[config.mk]
export PLATFORM = sky130hd
export DESIGN_NAME = pulse_peak_window_integral
export DESIGN_NICKNAME = d
export VERILOG_FILES = /design/src/ppwi_pkg.sv /design/src/pulse_peak_window_integral.sv /design/src/ppwi_window.sv
export SDC_FILE = /design/constraint.sdc
export NUM_CORES = 1
export LEC_CHECK = 0
export BUFFER_PORTS_ARGS = -buffer_cell sky130_fd_sc_hd__buf_2
export CAP_MARGIN = 30
export CORE_MARGIN = 3
export CORE_UTILIZATION = 57
export CTS_CLUSTER_SIZE = 14
export DETAILED_ROUTE_END_ITERATION = 7
export GPL_TIMING_DRIVEN = 0
export PLACE_DENSITY = 0.84
export SLEW_MARGIN = 20
export SYNTH_ARGS = -nofsm -noshare
export SYNTH_HDL_FRONTEND = slang
export SYNTH_SLANG_ARGS = --single-unit
[constraint.sdc]
create_clock -name clk -period 4.55 [get_ports clk]
set_input_delay 0.91 -clock clk [delete_from_list [all_inputs] [get_ports clk]]
set_output_delay 0.91 -clock clk [all_outputs]
set_load 0.05 [all_outputs]
[src/ppwi_pkg.sv]
// Shared constants and types for the pulse peak and window integral block.
package ppwi_pkg;

  localparam int MAX_SAMPLES = 64;
  localparam int ADDR_W      = $clog2(MAX_SAMPLES);
  localparam int CNT_W       = ADDR_W + 1;
  localparam int SAMPLE_W    = 16;
  localparam int INTEG_W     = 22;
  localparam int ACC_W       = SAMPLE_W + CNT_W;
  localparam int CFG_IDX_W   = 3;
  localparam int CFG_DATA_W  = 8;

  localparam logic [CFG_IDX_W-1:0] CFG_SEARCH_START   = 3'd0;
  localparam logic [CFG_IDX_W-1:0] CFG_SEARCH_END     = 3'd1;
  localparam logic [CFG_IDX_W-1:0] CFG_LEFT_SPAN      = 3'd2;
  localparam logic [CFG_IDX_W-1:0] CFG_RIGHT_SPAN     = 3'd3;
  localparam logic [CFG_IDX_W-1:0] CFG_LEFT_FALLBACK  = 3'd4;
  localparam logic [CFG_IDX_W-1:0] CFG_RIGHT_FALLBACK = 3'd5;
  localparam logic [CFG_IDX_W-1:0] CFG_RIGHT_EDGE     = 3'd6;

  localparam logic [6:0] RST_SEARCH_START   = 7'd20;
  localparam logic [6:0] RST_SEARCH_END     = 7'd50;
  localparam logic [6:0] RST_LEFT_SPAN      = 7'd4;
  localparam logic [6:0] RST_RIGHT_SPAN     = 7'd16;
  localparam logic [6:0] RST_LEFT_FALLBACK  = 7'd20;
  localparam logic [6:0] RST_RIGHT_FALLBACK = 7'd46;
  localparam logic [7:0] RST_RIGHT_EDGE     = 8'd60;

  localparam logic signed [ACC_W-1:0] INTEG_MAX = ACC_W'(2097151);
  localparam logic signed [ACC_W-1:0] INTEG_MIN = -ACC_W'(2097152);

  typedef struct packed {
    logic [6:0] search_start;
    logic [6:0] search_end;
    logic [6:0] left_span;
    logic [6:0] right_span;
    logic [6:0] left_fallback;
    logic [6:0] right_fallback;
    logic [7:0] right_edge;
  } cfg_t;

  typedef struct packed {
    logic [CNT_W-1:0] lo;
    logic [CNT_W-1:0] hi;
  } win_t;

endpackage

[src/pulse_peak_window_integral.sv]
// Top level: waveform capture, peak search and window integration.
// Samples are taken one per cycle while the block is capturing; each accepted sample, up to
// the 64 entries of the sample memory, is written there and, if it lies in the search range,
// compared against the running peak. After the sample flagged last, the block forms the
// window, then walks it through the memory read port at one entry per cycle, with the read
// data registered, and closes the walk once the last read has returned; it then posts the
// result when the output register is free. The result sits in an output register, so
// capture of the next waveform starts while it waits to be taken; a second finished result
// holds the input off until the first one is taken.
module pulse_peak_window_integral import ppwi_pkg::*; (
  input  logic                        clk,
  input  logic                        rst_n,
  input  logic                        in_valid,
  output logic                        in_ready,
  input  logic signed [SAMPLE_W-1:0]  in_sample,
  input  logic                        in_last,
  output logic                        out_valid,
  input  logic                        out_ready,
  output logic signed [SAMPLE_W-1:0]  out_amplitude,
  output logic signed [INTEG_W-1:0]   out_integral,
  output logic [CNT_W-1:0]            out_peak_index,
  input  logic                        cfg_valid,
  output logic                        cfg_ready,
  input  logic [CFG_IDX_W-1:0]        cfg_index,
  input  logic [CFG_DATA_W-1:0]       cfg_data
);

  localparam logic [1:0] ST_CAP  = 2'd0;
  localparam logic [1:0] ST_WIN  = 2'd1;
  localparam logic [1:0] ST_SUM  = 2'd2;
  localparam logic [1:0] ST_DONE = 2'd3;

  logic [1:0]                 state_r;
  cfg_t                       cfg_r;
  logic [CNT_W-1:0]           sample_count_r;
  logic [SAMPLE_W-1:0]        best_mag_r;
  logic [CNT_W-1:0]           best_index_r;
  logic signed [SAMPLE_W-1:0] best_value_r;
  logic [CNT_W-1:0]           rd_idx_r;
  logic [CNT_W-1:0]           hi_r;
  logic                       rd_vld_r;
  logic signed [SAMPLE_W-1:0] rd_q_r;
  logic signed [ACC_W-1:0]    acc_r;
  logic                       out_valid_r;
  logic signed [SAMPLE_W-1:0] out_amplitude_r;
  logic signed [INTEG_W-1:0]  out_integral_r;
  logic [CNT_W-1:0]           out_peak_index_r;

  logic signed [SAMPLE_W-1:0] mem [MAX_SAMPLES];

  logic                       in_req;
  logic                       wr_en;
  logic [CNT_W-1:0]           idx;
  logic [SAMPLE_W-1:0]        mag;
  logic                       better;
  logic                       rd_en;
  logic [CNT_W-1:0]           rd_addr;
  logic                       post;
  logic signed [INTEG_W-1:0]  integ_sat;
  win_t                       win;

  ppwi_window u_window (
    .cfg          (cfg_r),
    .peak_index   (best_index_r),
    .sample_count (sample_count_r),
    .win          (win)
  );

  assign in_ready  = (state_r == ST_CAP);
  assign cfg_ready = 1'b1;
  assign in_req    = in_valid && in_ready;
  assign wr_en     = in_req && (sample_count_r < CNT_W'(MAX_SAMPLES));
  assign idx       = sample_count_r + CNT_W'(1);
  assign mag       = in_sample[SAMPLE_W-1] ? (~in_sample + SAMPLE_W'(1)) : in_sample;
  assign better    = ({1'b0, idx} >= {1'b0, cfg_r.search_start}) &&
                     ({1'b0, idx} <= {1'b0, cfg_r.search_end}) && (mag > best_mag_r);
  assign rd_en     = (state_r == ST_SUM) && (rd_idx_r <= hi_r);
  assign rd_addr   = rd_idx_r - CNT_W'(1);
  assign post      = (state_r == ST_DONE) && (!out_valid_r || out_ready);

  always_comb begin
    if (acc_r > INTEG_MAX) begin
      integ_sat = INTEG_MAX[INTEG_W-1:0];
    end else if (acc_r < INTEG_MIN) begin
      integ_sat = INTEG_MIN[INTEG_W-1:0];
    end else begin
      integ_sat = acc_r[INTEG_W-1:0];
    end
  end

  // writes only in capture, reads only in summing: no same-entry overlap
  always_ff @(posedge clk) begin
    if (wr_en) begin
      mem[sample_count_r[ADDR_W-1:0]] <= in_sample;
    end
    if (rd_en) begin
      rd_q_r <= mem[rd_addr[ADDR_W-1:0]];
    end
  end

  always_ff @(posedge clk) begin
    if (!rst_n) begin
      cfg_r.search_start   <= RST_SEARCH_START;
      cfg_r.search_end     <= RST_SEARCH_END;
      cfg_r.left_span      <= RST_LEFT_SPAN;
      cfg_r.right_span     <= RST_RIGHT_SPAN;
      cfg_r.left_fallback  <= RST_LEFT_FALLBACK;
      cfg_r.right_fallback <= RST_RIGHT_FALLBACK;
      cfg_r.right_edge     <= RST_RIGHT_EDGE;
    end else if (cfg_valid && cfg_ready) begin
      case (cfg_index)
        CFG_SEARCH_START:   cfg_r.search_start   <= cfg_data[6:0];
        CFG_SEARCH_END:     cfg_r.search_end     <= cfg_data[6:0];
        CFG_LEFT_SPAN:      cfg_r.left_span      <= cfg_data[6:0];
        CFG_RIGHT_SPAN:     cfg_r.right_span     <= cfg_data[6:0];
        CFG_LEFT_FALLBACK:  cfg_r.left_fallback  <= cfg_data[6:0];
        CFG_RIGHT_FALLBACK: cfg_r.right_fallback <= cfg_data[6:0];
        CFG_RIGHT_EDGE:     cfg_r.right_edge     <= cfg_data;
        default: ;
      endcase
    end
  end

  always_ff @(posedge clk) begin
    if (!rst_n) begin
      state_r        <= ST_CAP;
      sample_count_r <= '0;
      best_mag_r     <= '0;
      best_index_r   <= '0;
      best_value_r   <= '0;
      rd_vld_r       <= 1'b0;
      out_valid_r    <= 1'b0;
    end else begin
      if (post) begin
        out_valid_r <= 1'b1;
      end else if (out_valid_r && out_ready) begin
        out_valid_r <= 1'b0;
      end
      rd_vld_r <= rd_en;
      case (state_r)
        ST_CAP: begin
          if (wr_en) begin
            sample_count_r <= idx;
            if (better) begin
              best_mag_r   <= mag;
              best_index_r <= idx;
              best_value_r <= in_sample;
            end
          end
          if (in_req && in_last) begin
            state_r <= ST_WIN;
          end
        end
        ST_WIN: begin
          state_r <= ST_SUM;
        end
        ST_SUM: begin
          if (!rd_en && !rd_vld_r) begin
            state_r <= ST_DONE;
          end
        end
        ST_DONE: begin
          if (post) begin
            sample_count_r <= '0;
            best_mag_r     <= '0;
            best_index_r   <= '0;
            best_value_r   <= '0;
            state_r        <= ST_CAP;
          end
        end
        default: state_r <= ST_CAP;
      endcase
    end
  end

  always_ff @(posedge clk) begin
    if (state_r == ST_WIN) begin
      rd_idx_r <= win.lo;
      hi_r     <= win.hi;
      acc_r    <= '0;
    end else begin
      if (rd_en) begin
        rd_idx_r <= rd_idx_r + CNT_W'(1);
      end
      if (rd_vld_r) begin
        acc_r <= acc_r + ACC_W'(rd_q_r);
      end
    end
    if (post) begin
      out_amplitude_r  <= (best_index_r != '0) ? best_value_r : '0;
      out_integral_r   <= integ_sat;
      out_peak_index_r <= best_index_r;
    end
  end

  assign out_valid      = out_valid_r;
  assign out_amplitude  = out_amplitude_r;
  assign out_integral   = out_integral_r;
  assign out_peak_index = out_peak_index_r;

  a_rd_in_sum: assert property (@(posedge clk) disable iff (!rst_n)
    rd_vld_r |-> (state_r == ST_SUM))
    else $error("read data returned outside summing");

  a_count_bound: assert property (@(posedge clk) disable iff (!rst_n)
    sample_count_r <= CNT_W'(MAX_SAMPLES))
    else $error("sample count past capacity");

  a_post_clears: assert property (@(posedge clk) disable iff (!rst_n)
    post |=> (out_valid_r && (sample_count_r == '0) && (state_r == ST_CAP)))
    else $error("result post did not clear waveform state");

  a_no_capture_busy: assert property (@(posedge clk) disable iff (!rst_n)
    (state_r != ST_CAP) |=> $stable(sample_count_r) || $past(post))
    else $error("sample count changed outside capture");

endmodule

[src/ppwi_window.sv]
// Integration window bounds: span, fallbacks and clamping to received samples.
module ppwi_window import ppwi_pkg::*; (
  input  cfg_t             cfg,
  input  logic [CNT_W-1:0] peak_index,
  input  logic [CNT_W-1:0] sample_count,
  output win_t             win
);

  logic signed [CNT_W+1:0] lo_s;
  logic [CNT_W:0]          hi_s;
  logic [CNT_W-1:0]        lo;
  logic [CNT_W:0]          hi;

  always_comb begin
    lo_s = $signed({2'b00, peak_index}) - $signed({2'b00, cfg.left_span});
    hi_s = {1'b0, peak_index} + {1'b0, cfg.right_span};
    if (lo_s <= 0) begin
      lo = cfg.left_fallback;
    end else begin
      lo = lo_s[CNT_W-1:0];
    end
    if (lo == '0) begin
      lo = CNT_W'(1);
    end
    if (hi_s >= cfg.right_edge) begin
      hi = {1'b0, cfg.right_fallback};
    end else begin
      hi = hi_s;
    end
    if (hi > {1'b0, sample_count}) begin
      hi = {1'b0, sample_count};
    end
    win.lo = lo;
    win.hi = hi[CNT_W-1:0];
  end

endmodule
# Yosys cells after proc, flatten, opt, wreduce, memory -nomap -nowiden
# Memory sizes are Yosys's and may differ from the RTL's. A register that Yosys moved wholly into a read port is not among the register bits.
# Index checks and enable logic that the tools add are counted.
[totals]
register_bits = 182
latch_bits = 0
mem_count = 1
input_bits = 33
output_inout_bits = 48
romBits = 0
word_cells = 112
ram_bits = 1024
[mem_list]
columns = ["name", "depth", "width", "rd", "rd_ports_with_merged_regs", "wr", "line", "text"]
rows = [
  ["mem", 64, 16, 1, 1, 1, "pulse_peak_window_integral.sv:49", "logic signed [SAMPLE_W-1:0] mem [MAX_SAMPLES];"],
]
[op_classes]
n_lt_le_gt_ge = 10
reduce_logical = 30
addsub = 7
n_eq_ne = 14
n_shift = 0
n_div = 0
muxes = 29
n_bitwise = 1
n_mul = 0
[ops]
columns = ["cell", "count"]
rows = [
  ["2-to-1 mux 16 bit", 6],
  ["case mux 16 bit (2 select lines)", 2],
  ["2-to-1 mux 7 bit", 9],
  ["case mux 7 bit (2 select lines)", 2],
  ["adder 23 x 16 -> 23 bit", 1],
  ["greater-than comparator 23 x 22 -> 1 bit, second input constant", 1],
  ["< comparator 23 x 22 -> 1 bit, second input constant", 1],
  ["2-to-1 mux 22 bit", 1],
  ["adder 16 x 2 -> 16 bit, second input constant", 1],
  ["greater-than comparator 16 bit", 1],
  ["inverter 16 bit", 1],
  ["adder 7 x 1 -> 7 bit, second input constant", 2],
  ["<= comparator 7 bit", 2],
  ["AND reduction 2 bit", 7],
  ["equality test 3 bit, second input constant", 3],
  ["logical AND 1 bit", 9],
  ["adder 7 x 7 -> 8 bit", 1],
  [">= comparator 8 bit", 1],
  ["greater-than comparator 8 x 7 -> 1 bit", 1],
  ["<= comparator 8 x 1 -> 1 bit, second input constant", 1],
  ["2-to-1 mux 8 bit", 1],
  ["!= test 2 x 1 -> 1 bit, second input constant", 4],
  ["case mux 2 bit (4 select lines)", 1],
  ["subtractor 7 x 7 -> 8 bit", 1],
  ["other kinds (19)", 31],
]

# Logic depth before layout (Yosys ltp)
[logic_depth]
depth_word = 8
ltp_mapped = 24
mapped_depth_nobuf = 21

# Modules after synthesis
# A second synthesis with hierarchy kept.
[unflattened]
hier_cells = 2777
hier_area_um2 = 50462.1
[by_module_without_submodules]
columns = ["mod", "cells_per_inst", "seq_area_each_um2", "area_per_inst_um2", "n_inst"]
rows = [
  ["pulse_peak_window_integral", 2613, 35444.0, 49144.6, 1],
  ["ppwi_window", 164, 0.0, 1317.5, 1],
]

# Least setup slack after synthesis
# No wires, ideal clock.
[synth_timing]
path_type = "register to register"
from = "register best_index_r[1]"
to = "register hi_r[5], data pin"
arrival_time_ps = 4598
n_path_buf = 3
period_less_slack_ps = 4869
path_stages_with_launch = 21
setup_time_ps = 271
path_slack_ps = -319
required_ps = 4279
path_cell_list = "dfxtp_1 -> ha_1 -> a21o_1 -> a21oi_1 -> o21ai_0 -> o41ai_2 -> inv_1 -> ha_1 -> o21ai_0 -> nand2b_1 -> o41a_1 -> clkbuf_1 -> clkbuf_1 -> mux2_2 -> ha_1 -> o21ai_0 -> a21oi_1 -> o31ai_1 -> clkbuf_1 -> o21a_1 -> o221ai_1"
[synth_via]
elab_chain_len = 5
[synth_rtl]
columns = ["element", "line", "text"]
rows = [
  ["start, declared", "pulse_peak_window_integral.sv:37", "logic [CNT_W-1:0] best_index_r;"],
  ["start signal, assigned", "pulse_peak_window_integral.sv:146", "best_index_r <= idx;"],
  ["adder 7 x 7 -> 8 bit (*)", "ppwi_window.sv:16", "hi_s = {1'b0, peak_index} + {1'b0, cfg.right_span};"],
  [">= comparator 8 bit", "ppwi_window.sv:25", "if (hi_s >= cfg.right_edge) begin"],
  ["2-to-1 mux 8 bit (*)", "ppwi_window.sv:25", ""],
  ["greater-than comparator 8 x 7 -> 1 bit", "ppwi_window.sv:30", "if (hi > {1'b0, sample_count}) begin"],
  ["2-to-1 mux 7 bit (*)", "ppwi_window.sv:30", ""],
  ["via u_window.hi[5]", "ppwi_window.sv:12", "logic [CNT_W:0] hi;"],
  ["end signal, assigned", "pulse_peak_window_integral.sv:179", "hi_r <= win.hi;"],
  ["end, declared", "pulse_peak_window_integral.sv:40", "logic [CNT_W-1:0] hi_r;"],
]
# The timed path passes the listed nets; every way through them passes the cells marked *.
# A chain may end at the register's enable or synchronous reset.

# Worst setup path after layout
[layout_timing]
from = "register rd_idx_r[0]"
to = "register rd_q_r[14] (read register of mem), data pin"
[layout_via]
elab_chain_len = 2
elab_cells_between_ends = 3
classes_between = "1 x add/sub; 1 x order compare; 1 x reduce/logical"
[layout_rtl]
columns = ["element", "line", "text"]
rows = [
  ["start, declared", "pulse_peak_window_integral.sv:39", "logic [CNT_W-1:0] rd_idx_r;"],
  ["start signal, assigned", "pulse_peak_window_integral.sv:178", "rd_idx_r <= win.lo;"],
  ["start signal, assigned", "pulse_peak_window_integral.sv:183", "rd_idx_r <= rd_idx_r + CNT_W'(1);"],
  ["<= comparator 7 bit", "pulse_peak_window_integral.sv:77", "assign rd_en = (state_r == ST_SUM) && (rd_idx_r <= hi_r);"],
  ["logical AND 1 bit", "pulse_peak_window_integral.sv:77", ""],
  ["end, declared", "pulse_peak_window_integral.sv:42", "logic signed [SAMPLE_W-1:0] rd_q_r;"],
]
# Parallel ways exist; a longest one is shown, timed or not.

==> results.cfg <==
[floorplanning]
initial_utilization_pct = 57.6
pin_count = 81
die_h_um = 303
core_area_um2 = 87000
rows = 108
die_width_um = 303
design.die.area_um2 = 91500

[setup_path]
worstSetupStartpointType = flop
required_ps = 5000
cp.arrival_ps = 5010
criticalPathCategory = reg2reg
end_kind = flop
crit_fanout = 10

[logic_synthesis]
yosys_warnings = 0
synthCells = 2735
synthTopCellsByArea = edfxtp_1 (66%), mux4_2 (15%), dfxtp_1 (4.9%)
synth-edff-count = 1099
synth_top_area_share_pct = 65.8
synthFlopType = edfxtp_1
synth_cell_types = 76
yosys.area.top_type = edfxtp_1
synth-seq-cells = 1221
ys_seq_area_share_pct = 70.7
synth_nets = 2867
syn_area_per_cell_um2 = 18.3
synth_area_um2 = 50100
async_flop_share_pct = 0

[clock_tree]
h-tree-depth = 3
cts.sinks = 1221
cts.clk_slew.worst_paths_ps = 60
postCtsHoldBufs = 0
worstSkewPairLatency_ps = 730
cts_tree = done
clockBufferDepth = 3
numCtsBuffers = 114
cts_root_buf = clkbuf_16

[placed_design]
dpl_cell_area_um2 = 52400
port_buffers = 79
routabilityCongestion = 0.949
dp_hpwl_um = 83100
post-place-cells = 3982

[grt]
antenna_found_initial = 8
grt.total_usage_pct = 31.0
grt_pass1_vias = 29017
grt_max_degree = 71
grt_pass1_wl_um = 203000
grt-ovfl-total = 0

[power_and_ir_drop]
ir_worst_vdd_mv = 0.565
internal-power_uw = 23900
p_sw_share_pct = 35.3
p_sw_uw = 13000
p_comb_share_pct = 39.3
p_per_area_nw_per_um2 = 650
clockPowerShare_pct = 25.5
pwr-share-seq_pct = 35.2
leakage_uw = 0.0186

[cells_and_area]
num-fill-cells = 5387
fin_cells = 4240
final_common_cell = edfxtp_1
layout_common_cells = edfxtp_1 (1099), mux4_2 (336), nand2_1 (153), dfxtp_1 (118), clkbuf_16 (115)
area_growth_pct = 13.2
nets = 3116
drive_gt1_share_pct = 25.9
fin_area_um2 = 56700

[drt]
firstDrtPassIters = 5
post-route-drc-count = 0
vias = 29013
wl_per_cell_um = 33.1
wirelength_um = 141000
drt_iter0_drc = 4076
viasPerCell = 6.84
drtAntennaViolNets = 0

[timing]
hold_viol = 0
setup_viol_count_final = 1
drv_slew = 0
rsz0062_at_grt = yes
fmax_mhz = 219
relSlewSlack_pct = 26.9
fin_skew_ps = 40.4
worstMarginPinSlew_ps = 1090
setup_slack_ps = -8.14
period_minus_slack_ps = 4560
post-route-period-util_pct = 100

[flow_run]
cap_viol_max_count = 0

[outcome]
violations = setup timing
outcome = complete, but fails checks

[hold_path]
min_path_type = in2reg
==> synthesized netlist by cell type, drive strengths merged (5+ instances only) <==
| cell | instances |
|---|---|
| mux2 | 6 |
| o211ai | 15 |
| a22oi | 6 |
| edfxtp | 1099 |
| inv | 82 |
| a32o | 38 |
| mux4 | 336 |
| a21o | 20 |
| a211o | 5 |
| dfxtp | 122 |
| a21oi | 81 |
| o21a | 10 |
| nand3 | 53 |
| o21ai | 61 |
| mux2i | 27 |
| nand2b | 12 |
| and2 | 19 |
| clkbuf | 90 |
| a211oi | 10 |
| nor2 | 162 |
| xor2 | 14 |
| nand4 | 6 |
| nand2 | 153 |
| nor2b | 13 |
| o31ai | 11 |
| buf | 44 |
| a31oi | 8 |
| ha | 96 |
| nor3 | 23 |
| and3 | 9 |
| xnor2 | 30 |
| or4 | 5 |
==> sequential cells by signal, summed over array words and instances, names as in the netlist <==
signal          flops
acc_r              23
best_index_r        7
best_mag_r         16
best_value_r       15
cfg_r              50
hi_r                7
mem              1024
out_amplitude      16
out_integral       22
out_peak_index      7
out_valid           1
rd_idx_r            7
rd_q_r             16
rd_vld_r            1
sample_count_r      7
state_r             2
==> final timing paths <==
path          startpoint  depth (start not counted)  slack [ps]          to
min          cfg_data[7]                          3         460    cfg_r[7]
max reg2reg  rd_idx_r[0]                         10          -8  rd_q_r[14]
min reg2reg     cfg_r[0]                          2         460    cfg_r[0]
max          rd_idx_r[0]                         10          -8  rd_q_r[14]
==> logic make-up after synthesis <==
family / Yosys count / share of synthesized area, %
muxes: 369 / 15.8
xor gates and xnor gates: 44 / 0.784
buffers and inverters: 217 / 1.77
DFF: 1221 / 70.7
adders and majority gates: 99 / 2.52
AOI/OAI and AO/OA: 307 / 4.20
other: 1 / 0.00748
and+or+nand+nor: 477 / 4.26
==> layout make-up <==
class                           count  area [µm²]  share of cell area [%]
Sequential cell                  1221       35500                    62.5
Multi-Input combinational cell   1297       14100                    24.9
Clock buffer                      143        2980                    5.26
Tap cell                         1155        1450                    2.55
Timing Repair Buffer              134        1090                    1.92
Buffer                            133         673                    1.19
Clock inverter                     70         628                    1.11
Inverter                           83         312                   0.549
Antenna cell                        4        10.0                  0.0176
==> worst max-delay path, stage by stage, from the launching register on <==
cell and delay (ps):
edfxtp_1 370, clkbuf_4 290, buf_4 300, buf_4 320, inv_1 110, ha_2 510, clkbuf_4 330, clkbuf_2 420
mux4_2 510, mux4_2 540, mux4_2 540
==> what timing repair did <==
| action | CTS | global route |
|---|---|---|
| setup endpoints to repair | 60 | 55 |
| resized for setup | 76 | 28 |
| pin swaps | 15 | 10 |
| buffers inserted | 10 | 3 |
==> layer usage <==
metal	wire length [µm]	GRT usage, %
met5	27	0
met4	8240	14.9
met3	16600	7.03
met2	68600	50.2
met1	47000	40.2
==> power by group through the flow <==
stage               clock network, µW  registers [µW]  logic (µW)
floorplan                           0           13200        8470
global placement                    0           13200       12800
detailed placement                  0           13200       13500
CTS                              9420           13000       14000
global route                     9840           13000       14800
finish                           9410           13000       14500
==> metrics by stage <==
stage | setup TNS (ps) | setup WS, ps | power [µW] | hold WS (ps) | utilization [%]
6_report | -8.14 | -8.14 | 36900 | 461 | 65.2
5_1_grt | -1380 | -170 | 37600 | 461 | 65.2
4_1_cts | -200 | -74.7 | 36400 | 442 | 64.7
3_5_place_dp | -65530 | -1240 | 26700 | 455 | 60.2
3_3_place_gp | -67290 | -1320 | 26000 | 445 | 59.7
2_1_floorplan | 0 | 13.8 | 21700 | 436 | -
Note: power is estimated with default switching activity, not from simulation.
